`config.mk`:
```
export PLATFORM = sky130hd
export DESIGN_NAME = quantized_nibble_dot_product_unit
export DESIGN_NICKNAME = d
export VERILOG_FILES = /design/src/design/qndp_pkg.sv /design/src/design/qndp_front.sv /design/src/design/qndp_queue.sv /design/src/design/qndp_back.sv /design/src/design/quantized_nibble_dot_product_unit.sv
export SDC_FILE = /design/constraint.sdc
export NUM_CORES = 2
export LEC_CHECK = 0
export BUFFER_PORTS_ARGS = -buffer_cell sky130_fd_sc_hd__buf_2
export CAP_MARGIN = 20
export CORE_ASPECT_RATIO = 1.25
export CORE_MARGIN = 4
export CORE_UTILIZATION = 40
export DETAILED_ROUTE_END_ITERATION = 7
export GPL_ROUTABILITY_DRIVEN = 0
export HOLD_SLACK_MARGIN = 0.15
export PLACE_DENSITY = 0.61
export SYNTH_ARGS = -nofsm -noshare
export SYNTH_HDL_FRONTEND = slang
export SYNTH_SLANG_ARGS = --single-unit
```
`constraint.sdc`:
```
create_clock -name i_clk -period 12 [get_ports i_clk]
set_input_delay 2.4 -clock i_clk [delete_from_list [all_inputs] [get_ports i_clk]]
set_output_delay 2.4 -clock i_clk [all_outputs]
set_load 0.005 [all_outputs]
```
`src/design/qndp_pkg.sv`:
```
// ----------------------------------------------------------------------------
// Quantized nibble dot product - shared package
// Types, constants and a helper function used by the front end, the queue
// and the floating-point back end.
// ----------------------------------------------------------------------------
package qndp_pkg;

    localparam int SUM_W = 20;
    localparam int QDEPTH = 2;
    localparam logic [31:0] DEF_NAN = 32'hFFC0_0000;
    localparam logic [7:0] EXP_ALL1 = 8'hFF;
    localparam logic [4:0] HEXP_ALL1 = 5'h1F;

    typedef struct packed {
        logic signed [SUM_W-1:0] sum;
        logic [15:0]             ws;
        logic [15:0]             as;
        logic                    has_block;
        logic                    last;
    } t_entry;

    typedef struct packed {
        logic sgn;
        logic signed [6:0] ex;
        logic [10:0] mt;
        logic is_inf;
        logic is_nan;
        logic [31:0] qnan;
    } t_half;

    typedef struct packed {
        logic push;
        logic pop;
        logic full;
        logic avail;
    } t_qstat;

    function automatic t_half half_dec(input logic [15:0] h);
        t_half r;
        r.sgn = h[15];
        r.is_inf = (h[14:10] == HEXP_ALL1) && (h[9:0] == 10'd0);
        r.is_nan = (h[14:10] == HEXP_ALL1) && (h[9:0] != 10'd0);
        r.qnan = {h[15], EXP_ALL1, 1'b1, h[8:0], 13'd0};
        if (h[14:10] == 5'd0) begin
            r.ex = -7'sd14;
            r.mt = {1'b0, h[9:0]};
        end else begin
            r.ex = $signed({2'b00, h[14:10]}) - 7'sd15;
            r.mt = {1'b1, h[9:0]};
        end
        return r;
    endfunction

endpackage

```
`src/design/qndp_front.sv`:
```
// ----------------------------------------------------------------------------
// Quantized nibble dot product - front end
// Accepts items, forms the exact integer block sum and hands finished blocks
// and vector ends to the queue.
// ----------------------------------------------------------------------------
module qndp_front #(
    parameter int BLOCK_ELEMS = 32,
    parameter int BYTES_PER_ITEM = 4
) (
    input  logic           i_clk,
    input  logic           i_rst_n,
    input  logic           i_valid,
    input  logic [31:0]    i_weight_bytes,
    input  logic [31:0]    i_act_low,
    input  logic [31:0]    i_act_high,
    input  logic [15:0]    i_weight_scale,
    input  logic [15:0]    i_act_scale,
    input  logic           i_vector_end,
    input  logic           i_full,
    output logic           o_stall,
    output logic           o_push,
    output qndp_pkg::t_entry o_entry
);
    import qndp_pkg::*;

    localparam int ITEMS_RAW = BLOCK_ELEMS / (2 * BYTES_PER_ITEM);
    localparam int IPB = (ITEMS_RAW > 0) ? ITEMS_RAW : 1;
    localparam int QW = (IPB > 1) ? $clog2(IPB) : 1;
    localparam int NB = (BYTES_PER_ITEM < 4) ? BYTES_PER_ITEM : 4;
    localparam logic [QW-1:0] LAST_Q = QW'(IPB - 1);

    logic signed [SUM_W-1:0] r_sum, n_sum;
    logic [QW-1:0] r_q, n_q;
    logic signed [SUM_W-1:0] item_sum;
    logic signed [SUM_W-1:0] tot;
    logic accept, blk_end;

    always_comb begin
        logic signed [4:0] lo, hi;
        logic signed [12:0] pl, ph;
        item_sum = '0;
        for (int i = 0; i < NB; i++) begin
            lo = $signed({1'b0, i_weight_bytes[8*i +: 4]}) - 5'sd8;
            hi = $signed({1'b0, i_weight_bytes[8*i+4 +: 4]}) - 5'sd8;
            pl = lo * $signed(i_act_low[8*i +: 8]);
            ph = hi * $signed(i_act_high[8*i +: 8]);
            item_sum = item_sum + {{(SUM_W-13){pl[12]}}, pl} + {{(SUM_W-13){ph[12]}}, ph};
        end
    end

    assign o_stall = i_full;
    assign accept = i_valid && !i_full;
    assign tot = r_sum + item_sum;
    assign blk_end = (r_q == LAST_Q);
    assign o_push = accept && (blk_end || i_vector_end);

    always_comb begin
        o_entry.sum = tot;
        o_entry.ws = i_weight_scale;
        o_entry.as = i_act_scale;
        o_entry.has_block = blk_end;
        o_entry.last = i_vector_end;
        n_sum = r_sum;
        n_q = r_q;
        if (accept) begin
            if (blk_end || i_vector_end) begin
                n_sum = '0;
                n_q = '0;
            end else begin
                n_sum = tot;
                n_q = r_q + 1'b1;
            end
        end
    end

    always_ff @(posedge i_clk) begin
        if (!i_rst_n) begin
            r_sum <= '0;
            r_q <= '0;
        end else begin
            r_sum <= n_sum;
            r_q <= n_q;
        end
    end

endmodule

```
`src/design/qndp_queue.sv`:
```
// ----------------------------------------------------------------------------
// Quantized nibble dot product - decoupling queue
// A two-entry queue between the front end and the back end.
// ----------------------------------------------------------------------------
module qndp_queue (
    input  logic             i_clk,
    input  logic             i_rst_n,
    input  logic             i_push,
    input  qndp_pkg::t_entry i_entry,
    input  logic             i_pop,
    output logic             o_full,
    output logic             o_avail,
    output qndp_pkg::t_entry o_entry
);
    import qndp_pkg::*;

    t_entry r_mem [QDEPTH];
    logic r_wp, r_rp;
    logic [1:0] r_cnt;

    assign o_full = (r_cnt == 2'(QDEPTH));
    assign o_avail = (r_cnt != 2'd0);
    assign o_entry = r_mem[r_rp];

    always_ff @(posedge i_clk) begin
        if (i_push) begin
            r_mem[r_wp] <= i_entry;
        end
    end

    always_ff @(posedge i_clk) begin
        if (!i_rst_n) begin
            r_wp <= 1'b0;
            r_rp <= 1'b0;
            r_cnt <= 2'd0;
        end else begin
            if (i_push) begin
                r_wp <= ~r_wp;
            end
            if (i_pop) begin
                r_rp <= ~r_rp;
            end
            r_cnt <= r_cnt + 2'(i_push) - 2'(i_pop);
        end
    end

endmodule

```
`src/design/qndp_back.sv`:
```
// ----------------------------------------------------------------------------
// Quantized nibble dot product - floating-point back end
// Scales each block sum, adds it to the single-precision accumulator and
// presents the result at a vector end through an output register.
// ----------------------------------------------------------------------------
module qndp_back (
    input  logic             i_clk,
    input  logic             i_rst_n,
    input  logic             i_avail,
    input  qndp_pkg::t_entry i_entry,
    input  logic             i_stall,
    output logic             o_pop,
    output logic             o_valid,
    output logic [31:0]      o_dot_bits
);
    import qndp_pkg::*;

    typedef enum logic [6:0] {
        S_IDLE  = 7'b0000001,
        S_MUL1  = 7'b0000010,
        S_MUL2  = 7'b0000100,
        S_NORM  = 7'b0001000,
        S_ROUND = 7'b0010000,
        S_ALIGN = 7'b0100000,
        S_EMIT  = 7'b1000000
    } t_state;

    t_state r_st, n_st;
    t_entry r_ent, n_ent;
    logic [21:0] r_mxy, n_mxy;
    logic signed [7:0] r_ed, n_ed;
    logic [SUM_W-1:0] r_mag, n_mag;
    logic [47:0] r_m, n_m;
    logic signed [9:0] r_e, n_e;
    logic r_s, n_s;
    logic r_add, n_add;
    logic [31:0] r_acc, n_acc;
    logic [31:0] r_p, n_p;
    logic r_ov, n_ov;
    logic [31:0] r_ob, n_ob;

    assign o_valid = r_ov;
    assign o_dot_bits = r_ob;

    always_comb begin
        t_half hx, hy;
        logic sd, ss, szero, dnan, dinf, dzero;
        logic [31:0] dnan_bits, rbits;
        logic [23:0] m24;
        logic g, st, inc;
        logic [24:0] mr;
        logic signed [9:0] eb;
        logic anan, pnan, ainf, pinf, azero, pzero, bigp;
        logic [31:0] bg, sm;
        logic [7:0] dexp;
        logic [47:0] big48, sm48, shv;
        logic sticky;
        logic done_blk;
        logic [41:0] prod;

        n_st = r_st; n_ent = r_ent; n_mxy = r_mxy; n_ed = r_ed; n_mag = r_mag;
        n_m = r_m; n_e = r_e; n_s = r_s; n_add = r_add; n_acc = r_acc; n_p = r_p;
        n_ov = r_ov; n_ob = r_ob;
        o_pop = 1'b0;
        done_blk = 1'b0;
        rbits = '0;
        prod = r_mag * r_mxy;

        if (r_ov && !i_stall) begin
            n_ov = 1'b0;
        end

        hx = half_dec(r_ent.ws);
        hy = half_dec(r_ent.as);
        sd = hx.sgn ^ hy.sgn;
        ss = r_ent.sum[SUM_W-1];
        szero = (r_ent.sum == '0);
        dnan = hx.is_nan || hy.is_nan;
        dnan_bits = hx.is_nan ? hx.qnan : hy.qnan;
        dinf = hx.is_inf || hy.is_inf;
        dzero = (hx.mt == 11'd0) || (hy.mt == 11'd0);

        m24 = r_m[47:24];
        g = r_m[23];
        st = |r_m[22:0];
        inc = g && (st || m24[0]);
        mr = {1'b0, m24} + 25'(inc);
        eb = r_e + 10'sd127 + 10'(mr[24]);
        if (eb >= 10'sd255) begin
            rbits = {r_s, EXP_ALL1, 23'd0};
        end else if (mr[24]) begin
            rbits = {r_s, eb[7:0], 23'd0};
        end else begin
            rbits = {r_s, eb[7:0], mr[22:0]};
        end

        anan = (r_acc[30:23] == EXP_ALL1) && (r_acc[22:0] != 23'd0);
        pnan = (r_p[30:23] == EXP_ALL1) && (r_p[22:0] != 23'd0);
        ainf = (r_acc[30:23] == EXP_ALL1) && (r_acc[22:0] == 23'd0);
        pinf = (r_p[30:23] == EXP_ALL1) && (r_p[22:0] == 23'd0);
        azero = (r_acc[30:0] == 31'd0);
        pzero = (r_p[30:0] == 31'd0);
        bigp = (r_p[30:0] > r_acc[30:0]);
        bg = bigp ? r_p : r_acc;
        sm = bigp ? r_acc : r_p;
        dexp = bg[30:23] - sm[30:23];
        big48 = {1'b0, 1'b1, bg[22:0], 23'd0};
        sm48 = {1'b0, 1'b1, sm[22:0], 23'd0};
        if (dexp >= 8'd48) begin
            shv = '0;
            sticky = 1'b1;
        end else begin
            shv = sm48 >> dexp[5:0];
            sticky = |(sm48 & ~({48{1'b1}} << dexp[5:0]));
        end

        case (r_st)
            S_IDLE: begin
                if (i_avail) begin
                    o_pop = 1'b1;
                    n_ent = i_entry;
                    n_st = i_entry.has_block ? S_MUL1 : S_EMIT;
                end
            end
            S_MUL1: begin
                n_st = S_ALIGN;
                if (dnan) begin
                    n_p = dnan_bits;
                end else if (dinf) begin
                    if (szero || dzero) begin
                        n_p = DEF_NAN;
                    end else begin
                        n_p = {ss ^ sd, EXP_ALL1, 23'd0};
                    end
                end else if (szero) begin
                    n_p = {sd, 31'd0};
                end else if (dzero) begin
                    n_p = {ss ^ sd, 31'd0};
                end else begin
                    n_mxy = hx.mt * hy.mt;
                    n_ed = 8'(hx.ex) + 8'(hy.ex);
                    n_s = ss ^ sd;
                    n_mag = ss ? (~r_ent.sum + 1'b1) : r_ent.sum;
                    n_st = S_MUL2;
                end
            end
            S_MUL2: begin
                n_m = {6'd0, prod};
                n_e = 10'(r_ed) + 10'sd27;
                n_add = 1'b0;
                n_st = S_NORM;
            end
            S_NORM: begin
                if (r_m[47]) begin
                    n_st = S_ROUND;
                end else if (r_m[47:40] == 8'd0) begin
                    n_m = r_m << 8;
                    n_e = r_e - 10'sd8;
                end else begin
                    n_m = r_m << 1;
                    n_e = r_e - 10'sd1;
                end
            end
            S_ROUND: begin
                if (!r_add) begin
                    n_p = rbits;
                    n_st = S_ALIGN;
                end else begin
                    n_acc = rbits;
                    done_blk = 1'b1;
                end
            end
            S_ALIGN: begin
                done_blk = 1'b1;
                if (anan) begin
                    n_acc = r_acc | 32'h0040_0000;
                end else if (pnan) begin
                    n_acc = r_p | 32'h0040_0000;
                end else if (ainf && pinf) begin
                    n_acc = (r_acc[31] != r_p[31]) ? DEF_NAN : r_acc;
                end else if (ainf) begin
                    n_acc = r_acc;
                end else if (pinf) begin
                    n_acc = r_p;
                end else if (pzero) begin
                    n_acc = azero ? {r_acc[31] & r_p[31], 31'd0} : r_acc;
                end else if (azero) begin
                    n_acc = r_p;
                end else begin
                    if (r_acc[31] != r_p[31]) begin
                        n_m = big48 - (shv | 48'(sticky));
                    end else begin
                        n_m = big48 + (shv | 48'(sticky));
                    end
                    n_e = $signed({2'b00, bg[30:23]}) - 10'sd126;
                    n_s = bg[31];
                    n_add = 1'b1;
                    if (n_m == 48'd0) begin
                        n_acc = '0;
                    end else begin
                        done_blk = 1'b0;
                        n_st = S_NORM;
                    end
                end
            end
            S_EMIT: begin
                if (!r_ov || !i_stall) begin
                    n_ov = 1'b1;
                    n_ob = r_acc;
                    n_acc = '0;
                    n_st = S_IDLE;
                end
            end
            default: begin
                n_st = S_IDLE;
            end
        endcase

        if (done_blk) begin
            n_st = r_ent.last ? S_EMIT : S_IDLE;
        end
    end

    always_ff @(posedge i_clk) begin
        r_ent <= n_ent;
        r_mxy <= n_mxy;
        r_ed <= n_ed;
        r_mag <= n_mag;
        r_m <= n_m;
        r_e <= n_e;
        r_s <= n_s;
        r_add <= n_add;
        r_p <= n_p;
        r_ob <= n_ob;
    end

    always_ff @(posedge i_clk) begin
        if (!i_rst_n) begin
            r_st <= S_IDLE;
            r_acc <= '0;
            r_ov <= 1'b0;
        end else begin
            r_st <= n_st;
            r_acc <= n_acc;
            r_ov <= n_ov;
        end
    end

endmodule

```
`src/design/quantized_nibble_dot_product_unit.sv`:
```
// ----------------------------------------------------------------------------
// Quantized nibble dot product unit
// Dot product of 4-bit weight blocks with 8-bit activation blocks, each block
// scaled by two half-precision factors and summed in single precision.
//
// Input channel: i_valid / o_stall carry one item per transaction: four
// packed weight bytes, low and high activation words, two half scales and a
// vector end flag. A block spans BLOCK_ELEMS / (2 * BYTES_PER_ITEM) items;
// the scales are taken from the last item of a block.
// Output channel: o_valid / i_stall carry one result on each vector end.
// The front end takes one item per cycle while the queue has room. Each
// finished block goes through a two-entry queue to the float back end, which
// works on one block at a time through its iterative normalisation steps.
// A result waits longer when earlier blocks are still queued.
// A stalled result is held in the output register while further items are
// still accepted until the queue fills. Synchronous reset clears the block
// sum, the accumulator, the queue and the output valid.
// ----------------------------------------------------------------------------
module quantized_nibble_dot_product_unit #(
    parameter int BLOCK_ELEMS = 32,
    parameter int BYTES_PER_ITEM = 4
) (
    input  logic        i_clk,
    input  logic        i_rst_n,
    input  logic        i_valid,
    output logic        o_stall,
    input  logic [31:0] i_weight_bytes,
    input  logic [31:0] i_act_low,
    input  logic [31:0] i_act_high,
    input  logic [15:0] i_weight_scale,
    input  logic [15:0] i_act_scale,
    input  logic        i_vector_end,
    output logic        o_valid,
    input  logic        i_stall,
    output logic [31:0] o_dot_bits
);
    import qndp_pkg::*;

    t_entry f_entry, q_entry;
    t_qstat qs;

    qndp_front #(
        .BLOCK_ELEMS(BLOCK_ELEMS),
        .BYTES_PER_ITEM(BYTES_PER_ITEM)
    ) u_front (
        .i_clk(i_clk),
        .i_rst_n(i_rst_n),
        .i_valid(i_valid),
        .i_weight_bytes(i_weight_bytes),
        .i_act_low(i_act_low),
        .i_act_high(i_act_high),
        .i_weight_scale(i_weight_scale),
        .i_act_scale(i_act_scale),
        .i_vector_end(i_vector_end),
        .i_full(qs.full),
        .o_stall(o_stall),
        .o_push(qs.push),
        .o_entry(f_entry)
    );

    qndp_queue u_queue (
        .i_clk(i_clk),
        .i_rst_n(i_rst_n),
        .i_push(qs.push),
        .i_entry(f_entry),
        .i_pop(qs.pop),
        .o_full(qs.full),
        .o_avail(qs.avail),
        .o_entry(q_entry)
    );

    qndp_back u_back (
        .i_clk(i_clk),
        .i_rst_n(i_rst_n),
        .i_avail(qs.avail),
        .i_entry(q_entry),
        .i_stall(i_stall),
        .o_pop(qs.pop),
        .o_valid(o_valid),
        .o_dot_bits(o_dot_bits)
    );

    a_no_push_full: assert property (@(posedge i_clk) disable iff (!i_rst_n)
        !(qs.push && qs.full))
        else $error("queue written while full");

    a_no_pop_empty: assert property (@(posedge i_clk) disable iff (!i_rst_n)
        qs.pop |-> qs.avail)
        else $error("queue read while empty");

    a_reset_clears_out: assert property (@(posedge i_clk)
        !i_rst_n |=> !o_valid)
        else $error("output valid after reset");

endmodule

```
==> metrics.txt <==
status=completed; Final Cell Area=0.0628 mm²; cts repair resizes=0; dominant cells by area after synthesis=fa_1, edfxtp_1, ha_1; most frequent cell after synthesis=inv_1; HPWL Detailed=approximately 130000 µm; syn_area_per_cell=a little over 9 µm²; clk root buf=clkbuf_16; r2r startpoint=u_back.r_acc[28]; Critical Path Max Stage Delay=0.98 ns; DRC viols=0; total gr overflow=0; fmax=93.2 MHz; Clock Skews=roughly 0.033 ns; first-pass GRT wire length=roughly 260000 µm; 1st-iter DRT viols=between 3000 and 4000; Worst Tran Pin Value=between 0.9 and 1 ns; Startpoint Class=register; Util after Layout=between 40% and 50%; CP most frequent cell=inv_1; Synth Cell Area=0.0585 mm²; Crit. End Element=register; Die Area=0.152 mm²; hold_ws=0.523 ns; DRT antenna net count=0; PortBufs=around 170; Synth top cells by count=inv_1, nand2_1, fa_1; Clock Latency Late Sink=0.62 ns; initial antenna violation count=2; number of synthesized register bits=between 400 and 500; RSZ-0062 raised after global routing=false; Vias/cell=roughly 5.4; critical path peak fanout=42; # IOs=approximately 170; dpl cell area=0.0613 mm²; yosys warns=0; final WL=161000 µm; worst min path class=reg2reg; Critical Path RT=about 12 ns; CTS Hold Buffers Added=0; first-pass detailed-route iteration total=6; final hold violations=0; Async SR Flop Fraction=0%; CTS buffer count=42; Period minus WS final=approximately 11 ns; met1 wire length=60800 µm; syn nets=7770; Clock Tree Buf Depth=3; Met2 Wirelength=between 80000 and 90000 µm; Post-synth top flop=edfxtp_1; period utilization=89.4%; number of max-cap violations=0; relative slew slack=between 30% and 40%; htree depth=2; Die H=approximately 440 µm; layout filler cell count=between 10000 and 15000; Setup crit start=u_back.r_acc[28]; routed length on met3=between 6000 and 7000 µm; Mapped Cells=6373; Post-CTS Setup Bufs=0; CP arrival=approximately 11 ns; layout cells sized above 1=7.74%; CTS tree=done; synthesis-to-finish area growth=7.36%; cells on worst reg2reg path=34; Setup TNS Final=0 ns; # setup viols final=0; Tot GR Track Use=21.2%; pin count of the biggest net entering global routing=72; Slew Limit Fails=0; classification of the worst setup path=reg2reg; nets=between 7000 and 8000; Distinct cells, synth=just over 90; Starting Density=40.3%; FF-to-FF End=u_back.r_acc[6]; Synth area leader=fa_1; WL/cell=between 15 and 20 µm; vias in the first global route=roughly 47000; # clock sinks=about 400; crit path to=u_back.r_acc[6]; Crit-path slowest cell=ha_2; Clock Pin Slew Worst Setup and Hold Paths=around 0.070 ns; Core Box Area=approximately 0.15 mm²; post-synthesis sequential area ratio=about a fifth; die width=350 µm; r2r setup slk=about 1.3 ns; Rows=roughly 160; Via Count=approximately 45000; EDFF count, synth=roughly 340; share of the synthesized area in the top cell type=about a quarter; Top Metal Used=met4
metal layers:
metal	GRT usage (%)	vias up
li1	-	20880
met5	0	-
met4	11.4	0
met1	24.8	22382
met2	38.4	1327
met3	1.80	421
placed cells by master (no fill, tap or decap), types with 12 or more instances in the layout:
| master | count |
|---|---|
| edfxtp_1 | 335 |
| and2_1 | 361 |
| mux2_2 | 76 |
| nor2_1 | 265 |
| fa_1 | 770 |
| o21ai_0 | 237 |
| o221ai_1 | 32 |
| nand2b_1 | 40 |
| nand4_1 | 27 |
| o31ai_1 | 16 |
| buf_2 | 167 |
| a21oi_1 | 260 |
| a22oi_1 | 39 |
| buf_4 | 75 |
| a21o_1 | 51 |
| nand3_1 | 74 |
| ha_1 | 491 |
| nor2b_1 | 66 |
| and3_1 | 29 |
| nand2_1 | 816 |
| xor2_1 | 58 |
| o22ai_1 | 22 |
| nor4_1 | 33 |
| o211ai_1 | 23 |
| dfxtp_1 | 66 |
| xnor2_1 | 228 |
| a221oi_1 | 13 |
| a211oi_1 | 24 |
| inv_1 | 1031 |
| or2_2 | 51 |
| or3_1 | 24 |
| o21bai_1 | 69 |
| mux2i_1 | 151 |
| nor3_1 | 71 |
| nand3b_1 | 12 |
| a31oi_1 | 23 |
| clkbuf_16 | 44 |
logic make-up (layout without fill, tap and decap cells):
kind of cell             Yosys count  count (layout)  synth area share [%]
AND/OR/NAND/NOR                 1921            1921                  15.8
buffers and inverters           1305            1355                  8.52
adder cells (fa/ha/maj)         1264            1264                  36.9
AO/OA/AOI/OAI                    956             956                  10.5
flip-flops                       402             402                  19.5
XOR/XNOR                         286             286                  4.28
multiplexers                     239             239                  4.49
other                              0               2                     0
layout make-up:
type                    count  area [µm²]  area share [%]
flip-flops and latches    402       11400            18.2
well taps                1896        2370            3.78
clock inverters            32         350           0.558
clock buffers              46        1110            1.77
inverters                1031        3870            6.16
repair buffers            246        1480            2.35
multi-input cells        4666       42200            67.2
diodes                      2        5.00         0.00797
how the worst min path moves through the flow:
stage	from	endpoint	slack [ns]	cells after the start
finish	u_back.r_acc[31]	u_back.o_dot_bits[31]	0.52	0
global route	u_back.r_acc[31]	u_back.o_dot_bits[31]	0.54	0
CTS	u_back.r_acc[31]	u_back.o_dot_bits[31]	0.52	0
detailed placement	u_back.r_acc[31]	u_back.o_dot_bits[31]	0.50	0
global placement	u_back.r_acc[31]	u_back.o_dot_bits[31]	0.48	0
floorplan	u_back.r_acc[24]	u_back.o_dot_bits[24]	0.42	0
flip-flops by register name (all words and copies together), names as in the netlist, named ones only:
signal and flops:
u_queue.r_mem 108, u_back.r_add 1, u_back.r_ent 53, u_queue.r_rp 1
u_back.r_ed 8, u_queue.r_wp 1, u_back.r_st 7, u_back.o_valid 1
u_back.r_m 48, u_back.r_acc 32, u_back.r_mag 20, u_front.r_q 2
u_back.r_mxy 22, u_queue.r_cnt 2, u_front.r_sum 20, u_back.r_p 32
u_back.o_dot_bits 32, u_back.r_e 10, u_back.r_s 1
critical path, delay by kind of cell (launching register included):
kind            cells  cell delay (ns)
xor+xnor            1             0.36
buf+inv             5             0.90
compound gates     13             3.33
simple gates        9             2.55
flops               1             0.47
fa+ha+maj           3             1.81
mux                 3             1.11
per-stage QoR:
stage / instances / worst slack, ns
6_report: 8321 / 1.28
2_1_floorplan: 6373 / 1.64
3_5_place_dp: 8238 / 1.00
3_3_place_gp: 8235 / 1.03
4_1_cts: 8316 / 1.52
5_1_grt: 8319 / 0.580
Power is left out: the tool's default activity adds up to more than one toggle a clock period on the data nets, which glitch-free logic cannot reach.
